$ cat src/rtl/assert_macros.svh
// Assertion macros used by scd_engine of the selector channel DMA RTL.
// Define NO_ASSERTIONS to compile every check away; needs nothing else.
`ifndef ASSERT_MACROS_SVH
`define ASSERT_MACROS_SVH

`ifndef NO_ASSERTIONS

// The property must hold at every clock edge outside reset.
`define ASSERT_ALWAYS(label, clk_sig, rst_sig, prop, msg) \
    label: assert property (@(posedge clk_sig) disable iff (!rst_sig) (prop)) \
        else $error(msg);

// When the trigger holds, the property must hold at the same edge.
`define ASSERT_IMPLIES(label, clk_sig, rst_sig, trig, prop, msg) \
    label: assert property (@(posedge clk_sig) disable iff (!rst_sig) \
        (trig) |-> (prop)) else $error(msg);

// When the trigger holds, the property must hold at the next edge.
`define ASSERT_NEXT(label, clk_sig, rst_sig, trig, prop, msg) \
    label: assert property (@(posedge clk_sig) disable iff (!rst_sig) \
        (trig) |=> (prop)) else $error(msg);

`else

`define ASSERT_ALWAYS(label, clk_sig, rst_sig, prop, msg)
`define ASSERT_IMPLIES(label, clk_sig, rst_sig, trig, prop, msg)
`define ASSERT_NEXT(label, clk_sig, rst_sig, trig, prop, msg)

`endif

`endif

$ cat src/rtl/scd_pkg.sv
// Types, codes and constants of the selector channel DMA.
// Used by every module of the block; depends on nothing.
package scd_pkg;

    localparam int ADDR_BITS = 24;
    localparam int ADDR_W = 24;

    localparam logic [ADDR_W-1:0] ADDR_MASK =
        ADDR_W'(((64'd1 << ADDR_BITS) - 64'd1) & 64'hFF_FFFF);

    localparam logic [7:0] ARMED_COUNT = 8'd4;
    localparam logic [7:0] PORT_READ_DATA = 8'hFF;

    // Bit positions in the mode byte.
    localparam int MODE_WRITE_BIT = 7;
    localparam int MODE_IO_BIT = 6;
    localparam int MODE_CNT_UP_BIT = 5;

    typedef enum logic [1:0] {
        OP_PORT_WR = 2'd0,
        OP_PORT_RD = 2'd1,
        OP_DMA     = 2'd2,
        OP_RSVD    = 2'd3
    } op_t;

    typedef enum logic [1:0] {
        STATUS_OK       = 2'd0,
        STATUS_DISARMED = 2'd1,
        STATUS_IO       = 2'd2
    } status_t;

    typedef struct packed {
        logic [1:0] op;
        logic [7:0] data;
        logic       last;
    } item_t;

    typedef struct packed {
        logic [7:0]        mem_wdata;
        logic [ADDR_W-1:0] mem_addr;
        logic              mem_write;
        logic              mem_valid;
        logic [7:0]        port_rdata;
        logic [1:0]        status;
    } result_t;

endpackage

$ cat src/rtl/scd_in_stage.sv
// Input register of the selector channel DMA: holds one accepted transfer.
// Depends on scd_pkg.
module scd_in_stage
(
    input  logic          clk,
    input  logic          rst_n,
    input  logic          s_tvalid,
    output logic          s_tready,
    input  scd_pkg::item_t s_item,
    input  logic          advance,
    output logic          item_valid,
    output scd_pkg::item_t item
);

    logic           valid_reg;
    logic           valid_next;
    scd_pkg::item_t item_reg;

    // The register can take a new transfer when empty or when its item moves on.
    assign s_tready = !valid_reg || advance;

    always_comb
    begin
        valid_next = valid_reg;
        if (s_tready)
        begin
            valid_next = s_tvalid;
        end
    end

    always_ff @(posedge clk or negedge rst_n)
    begin
        if (!rst_n)
        begin
            valid_reg <= 1'b0;
        end
        else
        begin
            valid_reg <= valid_next;
        end
    end

    always_ff @(posedge clk)
    begin
        if (s_tvalid && s_tready)
        begin
            item_reg <= s_item;
        end
    end

    assign item_valid = valid_reg;
    assign item = item_reg;

endmodule

$ cat src/rtl/scd_engine.sv
// Channel state and single-pass decode of one item into its result.
// Depends on scd_pkg and assert_macros.svh.
`include "assert_macros.svh"

module scd_engine
(
    input  logic             clk,
    input  logic             rst_n,
    input  logic             fire,
    input  scd_pkg::item_t   item,
    output scd_pkg::result_t result
);

    logic [23:0]                 shift_reg;
    logic [23:0]                 shift_next;
    logic [7:0]                  count_reg;
    logic [7:0]                  count_next;
    logic [scd_pkg::ADDR_W-1:0]  base_reg;
    logic [scd_pkg::ADDR_W-1:0]  base_next;
    logic [scd_pkg::ADDR_W-1:0]  index_reg;
    logic [scd_pkg::ADDR_W-1:0]  index_next;
    logic [scd_pkg::ADDR_W-1:0]  length;
    logic [7:0]                  mode;

    // Only the low three program bytes matter: the top byte leaves on the
    // next write, and the mode is always the newest byte.
    assign mode = shift_reg[7:0];
    assign length = index_reg + scd_pkg::ADDR_W'(1);

    always_comb
    begin
        shift_next = shift_reg;
        count_next = count_reg;
        base_next = base_reg;
        index_next = index_reg;
        result = '0;
        case (scd_pkg::op_t'(item.op))
            scd_pkg::OP_PORT_WR:
            begin
                shift_next = {shift_reg[15:0], item.data};
                base_next = shift_reg & scd_pkg::ADDR_MASK;
                count_next = count_reg + 8'd1;
                index_next = '0;
            end
            scd_pkg::OP_PORT_RD:
            begin
                count_next = '0;
                index_next = '0;
                result.port_rdata = scd_pkg::PORT_READ_DATA;
            end
            scd_pkg::OP_DMA:
            begin
                if (count_reg != scd_pkg::ARMED_COUNT)
                begin
                    result.status = scd_pkg::STATUS_DISARMED;
                    index_next = '0;
                end
                else if (mode[scd_pkg::MODE_IO_BIT])
                begin
                    result.status = scd_pkg::STATUS_IO;
                    index_next = '0;
                end
                else
                begin
                    result.mem_valid = 1'b1;
                    result.mem_addr = (base_reg + index_reg) & scd_pkg::ADDR_MASK;
                    if (mode[scd_pkg::MODE_WRITE_BIT])
                    begin
                        result.mem_write = 1'b1;
                        result.mem_wdata = item.data;
                    end
                    if (item.last)
                    begin
                        if (mode[scd_pkg::MODE_CNT_UP_BIT])
                        begin
                            base_next = (base_reg + length) & scd_pkg::ADDR_MASK;
                        end
                        else
                        begin
                            base_next = (base_reg - length) & scd_pkg::ADDR_MASK;
                        end
                        index_next = '0;
                    end
                    else
                    begin
                        index_next = length;
                    end
                end
            end
            default:
            begin
                result = '0;
            end
        endcase
    end

    always_ff @(posedge clk or negedge rst_n)
    begin
        if (!rst_n)
        begin
            shift_reg <= '0;
            count_reg <= '0;
            base_reg <= '0;
            index_reg <= '0;
        end
        else if (fire)
        begin
            shift_reg <= shift_next;
            count_reg <= count_next;
            base_reg <= base_next;
            index_reg <= index_next;
        end
    end

    `ASSERT_NEXT(a_read_disarms, clk, rst_n,
        fire && item.op == scd_pkg::OP_PORT_RD, count_reg == 8'd0,
        "port read did not clear the write count")
    `ASSERT_IMPLIES(a_access_armed, clk, rst_n,
        fire && result.mem_valid,
        result.status == scd_pkg::STATUS_OK && count_reg == scd_pkg::ARMED_COUNT
            && !mode[scd_pkg::MODE_IO_BIT],
        "memory access issued on a channel that is not armed")
    `ASSERT_IMPLIES(a_idle_fields_zero, clk, rst_n,
        !result.mem_valid,
        result.mem_addr == '0 && !result.mem_write && result.mem_wdata == 8'd0,
        "memory fields set without an access")
    `ASSERT_NEXT(a_index_restarts, clk, rst_n,
        fire && (item.op == scd_pkg::OP_PORT_WR || item.op == scd_pkg::OP_PORT_RD
            || (item.op == scd_pkg::OP_DMA
                && (item.last || result.status != scd_pkg::STATUS_OK))),
        index_reg == '0,
        "byte index did not restart")

endmodule

$ cat src/rtl/scd_out_stage.sv
// Result register of the selector channel DMA toward the master side.
// Depends on scd_pkg.
module scd_out_stage
(
    input  logic             clk,
    input  logic             rst_n,
    input  logic             load,
    input  scd_pkg::result_t result,
    output logic             advance,
    output logic             m_tvalid,
    input  logic             m_tready,
    output scd_pkg::result_t m_result
);

    logic             valid_reg;
    logic             valid_next;
    scd_pkg::result_t result_reg;

    // A new result may be loaded when the register is empty or being drained.
    assign advance = !valid_reg || m_tready;

    always_comb
    begin
        valid_next = valid_reg;
        if (advance)
        begin
            valid_next = load;
        end
    end

    always_ff @(posedge clk or negedge rst_n)
    begin
        if (!rst_n)
        begin
            valid_reg <= 1'b0;
        end
        else
        begin
            valid_reg <= valid_next;
        end
    end

    always_ff @(posedge clk)
    begin
        if (load && advance)
        begin
            result_reg <= result;
        end
    end

    assign m_tvalid = valid_reg;
    assign m_result = result_reg;

endmodule

$ cat src/rtl/selector_channel_dma.sv
// Selector channel DMA: an item is registered in the input stage at the edge of its input
// transfer, decoded against the channel state, and its result registered in the output stage
// when that stage is empty or being drained.
// Throughput is one item per cycle while m_tready is high; with both registers full, a low m_tready
// stops input transfers in the same cycle.
// rst_n clears all channel state and the valid flags of both pipeline registers asynchronously.
module selector_channel_dma
(
    input  logic        clk,
    input  logic        rst_n,
    input  logic        s_tvalid,
    output logic        s_tready,
    input  logic [15:0] s_tdata,   // op [1:0], data [9:2], zero [15:10]
    input  logic        s_tlast,
    output logic        m_tvalid,
    input  logic        m_tready,
    output logic [47:0] m_tdata    // status [1:0], port_rdata [9:2], mem_valid [10],
                                   // mem_write [11], mem_addr [35:12],
                                   // mem_wdata [43:36], zero [47:44]
);

    scd_pkg::item_t   s_item;
    scd_pkg::item_t   item;
    scd_pkg::result_t result;
    scd_pkg::result_t m_result;
    logic             item_valid;
    logic             advance;
    logic             fire;

    assign s_item.op = s_tdata[1:0];
    assign s_item.data = s_tdata[9:2];
    assign s_item.last = s_tlast;

    assign fire = item_valid && advance;

    scd_in_stage u_in_stage
    (
        .clk        (clk),
        .rst_n      (rst_n),
        .s_tvalid   (s_tvalid),
        .s_tready   (s_tready),
        .s_item     (s_item),
        .advance    (advance),
        .item_valid (item_valid),
        .item       (item)
    );

    scd_engine u_engine
    (
        .clk    (clk),
        .rst_n  (rst_n),
        .fire   (fire),
        .item   (item),
        .result (result)
    );

    scd_out_stage u_out_stage
    (
        .clk      (clk),
        .rst_n    (rst_n),
        .load     (item_valid),
        .result   (result),
        .advance  (advance),
        .m_tvalid (m_tvalid),
        .m_tready (m_tready),
        .m_result (m_result)
    );

    assign m_tdata = {4'd0, m_result};

endmodule

$ cat config.mk
export PLATFORM = sky130hd
export DESIGN_NAME = selector_channel_dma
export DESIGN_NICKNAME = d
export VERILOG_FILES = /design/src/rtl/scd_pkg.sv /design/src/rtl/scd_in_stage.sv /design/src/rtl/scd_engine.sv /design/src/rtl/scd_out_stage.sv /design/src/rtl/selector_channel_dma.sv
export VERILOG_INCLUDE_DIRS = /design/src /design/src/rtl
export SDC_FILE = /design/constraint.sdc
export NUM_CORES = 1
export LEC_CHECK = 0
export BUFFER_PORTS_ARGS = -buffer_cell sky130_fd_sc_hd__buf_2
export CORE_UTILIZATION = 25
export CTS_CLUSTER_SIZE = 12
export DETAILED_ROUTE_END_ITERATION = 16
export PLACE_DENSITY = 0.42
export SYNTH_ARGS = -nofsm -noshare
export SYNTH_HDL_FRONTEND = slang
export SYNTH_HIERARCHICAL = 1
export SYNTH_SLANG_ARGS = --single-unit
export TNS_END_PERCENT = 50
$ cat constraint.sdc
create_clock -name clk -period 4.7 [get_ports clk]
set_input_delay 0.47 -clock clk [delete_from_list [all_inputs] [get_ports clk]]
set_output_delay 0.47 -clock clk [all_outputs]
set_load 0.05 [all_outputs]
; ---- Yosys cells after proc, flatten, opt, wreduce, memory -nomap -nowiden
; Cells that the tools add are included.
[word_totals]
register_bits = 137
input_bits = 21
elab_cells = 62
[op_classes]
add_sub_neg = 5
eq_ne = 6
muxes = 15
bitwise = 2
reduce_logical = 18
[ops]
columns = cell, n
row1 = 24-bit two-way mux, 7
row2 = 24-bit case mux with 2 select lines, 2
row3 = 24-bit adder, 2
row4 = 24-bit by 1-bit adder with 24-bit output (second input constant), 1
row5 = 24-bit subtractor, 1
row6 = 8-bit case mux with 2 select lines, 1
row7 = 8-bit by 1-bit adder with 8-bit output (second input constant), 1
row8 = 8-bit two-way mux, 1
row9 = 8-bit by 3-bit inequality test with 1-bit output (second input constant), 1
row10 = 2-bit inequality test (second input constant), 3
row11 = 2-bit AND reduction, 3
row12 = 2-bit nonzero test, 3
row13 = 5-bit AND reduction, 1
row14 = 2-bit OR reduction, 2
row15 = 4-bit OR reduction, 1
row16 = 1-bit two-way mux, 3
row17 = 3-bit OR reduction, 1
row18 = 2-bit by 1-bit equality test with 1-bit output (second input constant), 1
row19 = 2-bit equality test (second input constant), 1
row20 = 1-bit logical AND, 2
row21 = 1-bit zero test, 2
row22 = 2-bit zero test, 1
row23 = 1-bit logical OR, 2
row24 = 2-bit two-way mux, 1
row25 = 1-bit inverter, 2

; ---- Logic depth before layout (Yosys ltp)
[logic_depth]
depth_word = 7
mapped_depth = 20

; ---- Modules after synthesis
; The synthesis kept the hierarchy.
[modules_own_cells]
columns = module, n_inst, cells_per_inst, area_per_inst_um2, seq_area_each_um2
row1 = scd_engine, 1, 853, 7201.9, 2001.9
row2 = scd_out_stage, 1, 48, 1375.1, 1346.3
row3 = scd_in_stage, 1, 15, 384.1, 355.3
row4 = selector_channel_dma, 1, 6, 40.0, 0.0

; ---- Worst setup path before layout
; Ideal clock, no wire load.
[synth_timing]
kind = register to register
from = reg u_engine/index_reg[1] (netlist bit)
to = reg u_engine/base_reg[22] (netlist bit)
t_arrival_ns = 3.869
setup_slack_ns = 0.706
stages_incl_launch_ff = 20
synth_period_minus_slack_ns = 3.994
path_cell_list = dfrtp_1 > ha_1 > buf_2 > xnor2_1 > nor3b_1 > and3b_1 > and2_1 > o21a_1 > a21oi_1 > xnor2_1 > ha_1 > a21o_1 > a21o_1 > a21o_1 > a31oi_1 > o211ai_1 > a41oi_1 > xor2_1 > o21ai_0 > mux2_2
[synth_via]
elab_chain_len = 7
word_cells_on_any_way = 8
cone_classes = 3 x add/sub / 5 x mux
[synth_lines]
columns = element, line
row1 = from (decl), scd_engine.sv:20  ; logic [scd_pkg::ADDR_W-1:0] index_reg;
row2 = from (signal assigned), scd_engine.sv:111  ; index_reg <= index_next;
row3 = 24-bit by 1-bit adder with 24-bit output (*), scd_engine.sv:28  ; assign length = index_reg + scd_pkg::ADDR_W'(1);
row4 = 24-bit subtractor / 24-bit adder (equally long branches), "scd_engine.sv:80, scd_engine.sv:76"
row5 = 24-bit two-way mux (*), scd_engine.sv:74  ; if (mode[scd_pkg::MODE_CNT_UP_BIT])
row6 = 24-bit two-way mux (*), scd_engine.sv:72  ; if (item.last)
row7 = 24-bit two-way mux (*), scd_engine.sv:58  ; else if (mode[scd_pkg::MODE_IO_BIT])
row8 = 24-bit two-way mux (*), scd_engine.sv:53  ; if (count_reg != scd_pkg::ARMED_COUNT)
row9 = 24-bit case mux with 2 select lines (*), scd_engine.sv:37  ; case (scd_pkg::op_t'(item.op))
row10 = to (signal assigned), scd_engine.sv:110  ; base_reg <= base_next;
row11 = to (decl), scd_engine.sv:18  ; logic [scd_pkg::ADDR_W-1:0] base_reg;
; Every way passes the cells marked *; elsewhere a longest branch is shown, timed or not. The select of a mux whose other input is x is not followed.
; A chain may end at the register's enable or synchronous reset.

; ---- Final worst setup path
[layout_timing]
from = reg u_engine/index_reg[3] (netlist bit)
to = reg u_engine/base_reg[23] (netlist bit)
; Same word-level chain as after synthesis.

==> results.cfg <==
[sta]
max_freq_mhz = 231
drv_slew = 0
relSlewSlack = 0.362
setup_ws_ps = 372
worst_pin_slew_ps = 954
period_needed_ps = 4330
finalHoldViolCount = 0
finalSetupTns_ps = 0
finalCritPeriodShare = 0.921
skew_ps = 13.0
rsz0062_at_grt = no
setup-violations-final = 0

[global_routing]
grt_max_degree = 61
grt_pass1_wl_mm = 36.5
met2_usage = 0.206
antenna_found_initial = 0
track_usage = 0.130
grt_pass1_vias = 6560
busiest_layer = met2
use_met1 = 0.180
grt_use_met3 = 0.0225
grt_overflow = 0

[power]
power_density_nw_per_um2 = 494
total_power_w = 0.00509
p_sw_frac = 0.390
p_sw_w = 0.00198
intPower_w = 0.00311
vdd_drop_max_mv = 0.231
seqPwrFrac = 0.349
p_clk_frac = 0.257
p_comb_frac = 0.394
power.leakage_nw = 4.49

[clock_network]
cts_hold_buf = 0
htreeDepth = 4
clockBufferDepth = 2
numCtsBuffers = 17
clock_latency_ps = 430
post_cts_buffers = 0
cts-root-buf = clkbuf_16
post_cts_resized = 0
cts_sinks = 137
cts_tree = yes
cts.clk_slew.worst_paths_ps = 60

[min_path]
hold_class = in2async

[synthesis]
synth_flop_cell = dfrtp_1
yosys.area_share.simple = 0.173
synth.yosys.seq_area_share = 0.411
synth_seq_cells = 137
netlist_area_sq_um = 9000
synthTopCellsByArea = dfrtp_1 23%, edfxtp_1 18%, ha_1 7.4%
synth-async-reset-ratio = 0.599
synth_warnings = 6
synth.distinct_cells = 76
yosysTopAreaCellShare = 0.228
synth_cells = 922
synth_top_family_by_area = simple AND/OR/NAND/NOR gates
synth.most_common_cell = o21ai_0
yosys.area.top_type = dfrtp_1
synth-adder-area-share = 0.0781
synth_edf_count = 55
yosys-top-cells-count = 83 x o21ai_0, 82 x dfrtp_1, 70 x nor2_1
synth_mux_area_frac = 0.0482
syn_area_per_cell_sq_um = 9.76
synth_compound_area_frac = 0.170
synthXorXnorAreaFrac = 0.0798

[layout]
n_fill_cell = 3685
largest_register_ffs = 44
final_core_util = 0.291
final_nets = 1041
area_delta_synth_final_pct = 14.6
drive_gt1_frac = 0.171
antenna_cells = 0

[place]
dp_worst_setup_slack_ps = 345
dp_hpwl_mm = 16.7
io_buffers = 60
gp_congestion = 0.817

[drt]
finalWirelength_mm = 22.7
drt-initial-drc-count = 417
drt.antenna.violating_nets = 0
dr_total_vias = 6661
drt-vias-per-instance = 4.63
drt_first_pass_iters = 5
route.detailed.drc = 0
wl_per_cell_microns = 15.8

[setup_path]
worstPathArrival_ps = 4660
critPathSlowestCell = dfrtp_1
r2r_start = u_engine/index_reg[3]$_DFFE_PN0P_
r2r_cells = 17
crit_required_ps = 5040
cp-end-kind = register
startpoint_type = register
reg2reg_to = u_engine/base_reg[23]$_DFFE_PN0P_
rrSetupSlack_ps = 370
cp_max_fo = 7
critical_path.cell_chain = and4_1, nand2_1, nor3_1, xnor2_1, and3_1, nor2_1, xnor2_1, ha_1, a21o_1, a21o_1, a21oi_1, o21ai_0, a31oi_1, o21ai_0, a31oi_1, xnor2_1, o31ai_2
cpMostUsedCell = xnor2_1
cp_slowest_stage_delay_ps = 520
crit_type = reg2reg

[flow_run]
cap_violations = 0

[floorplanning]
die_x_microns = 192
initial_core_util = 0.254
std_cell_rows = 69
num_io_pins = 71
die_h_microns = 192
core_area_sq_um = 35500
dieArea_sq_um = 36800

[status]
status = finished clean
[worst max-delay path: cells and delay by family (launching register included)]
family | cells | cell delay [ps]
compound gates | 8 | 1540
simple gates | 5 | 1350
flops | 1 | 520
xor+xnor | 3 | 490
fa+ha+maj | 1 | 320
[metrics by stage]
step	std cells	hold WS, ps	area, sq um
floorplan	925	174	9010
global placement	1407	494	9740
detailed placement	1407	495	9740
CTS	1439	171	10300
global route	1439	193	10300
finish	1439	136	10300
[logic make-up (layout without fill, tap and decap cells)]
group | count (synthesis) | in the layout
and+or+nand+nor | 292 | 292
other | 1 | 4
muxes | 40 | 40
DFF | 137 | 137
xor gates and xnor gates | 82 | 82
buffers and inverters | 73 | 126
AOI/OAI and AO/OA | 242 | 242
adders and majority gates | 55 | 55
[layout by cell type (no fill, tap or decap), types with 5 or more instances in the layout]
cell       count
o31ai_1       11
a21o_1        27
nor2_1        69
nand3_1       26
mux2_2        27
o21bai_1       5
xor2_1        29
ha_1          52
buf_4         19
and2_1        13
o21a_1         9
nand2b_1      11
nand2_1       69
inv_6          5
a211oi_1       6
buf_2         59
inv_1         16
mux2i_1       13
nor2b_1       11
o211ai_1       6
nor3_1        16
dfrtp_1       80
a31oi_1       16
o21ai_0       83
and3_1        24
xnor2_1       53
nand4_1        9
a21oi_1       54
edfxtp_1      55
or3_1          8
clkbuf_16     17
[how the worst max path moves through the flow]
stage                                                   end  cells past startpoint                         startpoint  slack [ps]
after floorplan           u_engine/base_reg[22]$_DFFE_PN0P_                     19  u_engine/index_reg[1]$_DFFE_PN0P_         710
after global placement    u_engine/base_reg[23]$_DFFE_PN0P_                     18  u_engine/index_reg[0]$_DFFE_PN0P_         380
after detailed placement  u_engine/base_reg[23]$_DFFE_PN0P_                     17  u_engine/index_reg[2]$_DFFE_PN0P_         340
after CTS                 u_engine/base_reg[23]$_DFFE_PN0P_                     17  u_engine/index_reg[0]$_DFFE_PN0P_         310
after global routing      u_engine/base_reg[23]$_DFFE_PN0P_                     16  u_engine/index_reg[8]$_DFFE_PN0P_          40
final                     u_engine/base_reg[23]$_DFFE_PN0P_                     17  u_engine/index_reg[3]$_DFFE_PN0P_         370
[final cells by class]
class / instances / area [sq um] / area share
clock buffers: 18 / 429 / 0.0416
inverters: 16 / 60.1 / 0.00582
clock inverters: 14 / 136 / 0.0132
well taps: 461 / 577 / 0.0559
flip-flops and latches: 137 / 3710 / 0.359
multi-input cells: 715 / 4970 / 0.482
repair buffers: 78 / 438 / 0.0425
[metal layers]
metal	part of all wire	vias to the layer above
met2	0.45	82
li1	-	3424
met4	0.013	0
met1	0.51	3139
met3	0.029	16
met5	0	-
[power by group through the flow]
stage	sequential (W)	clock, W	combinational [W]
3_3_place_gp	0.00181	0	0.00200
2_1_floorplan	0.00174	0	0.00154
5_1_grt	0.00182	0.00140	0.00228
6_report	0.00178	0.00131	0.00201
3_5_place_dp	0.00181	0	0.00200
4_1_cts	0.00179	0.00136	0.00202
No activity file was read; power rests on OpenSTA's default activity.
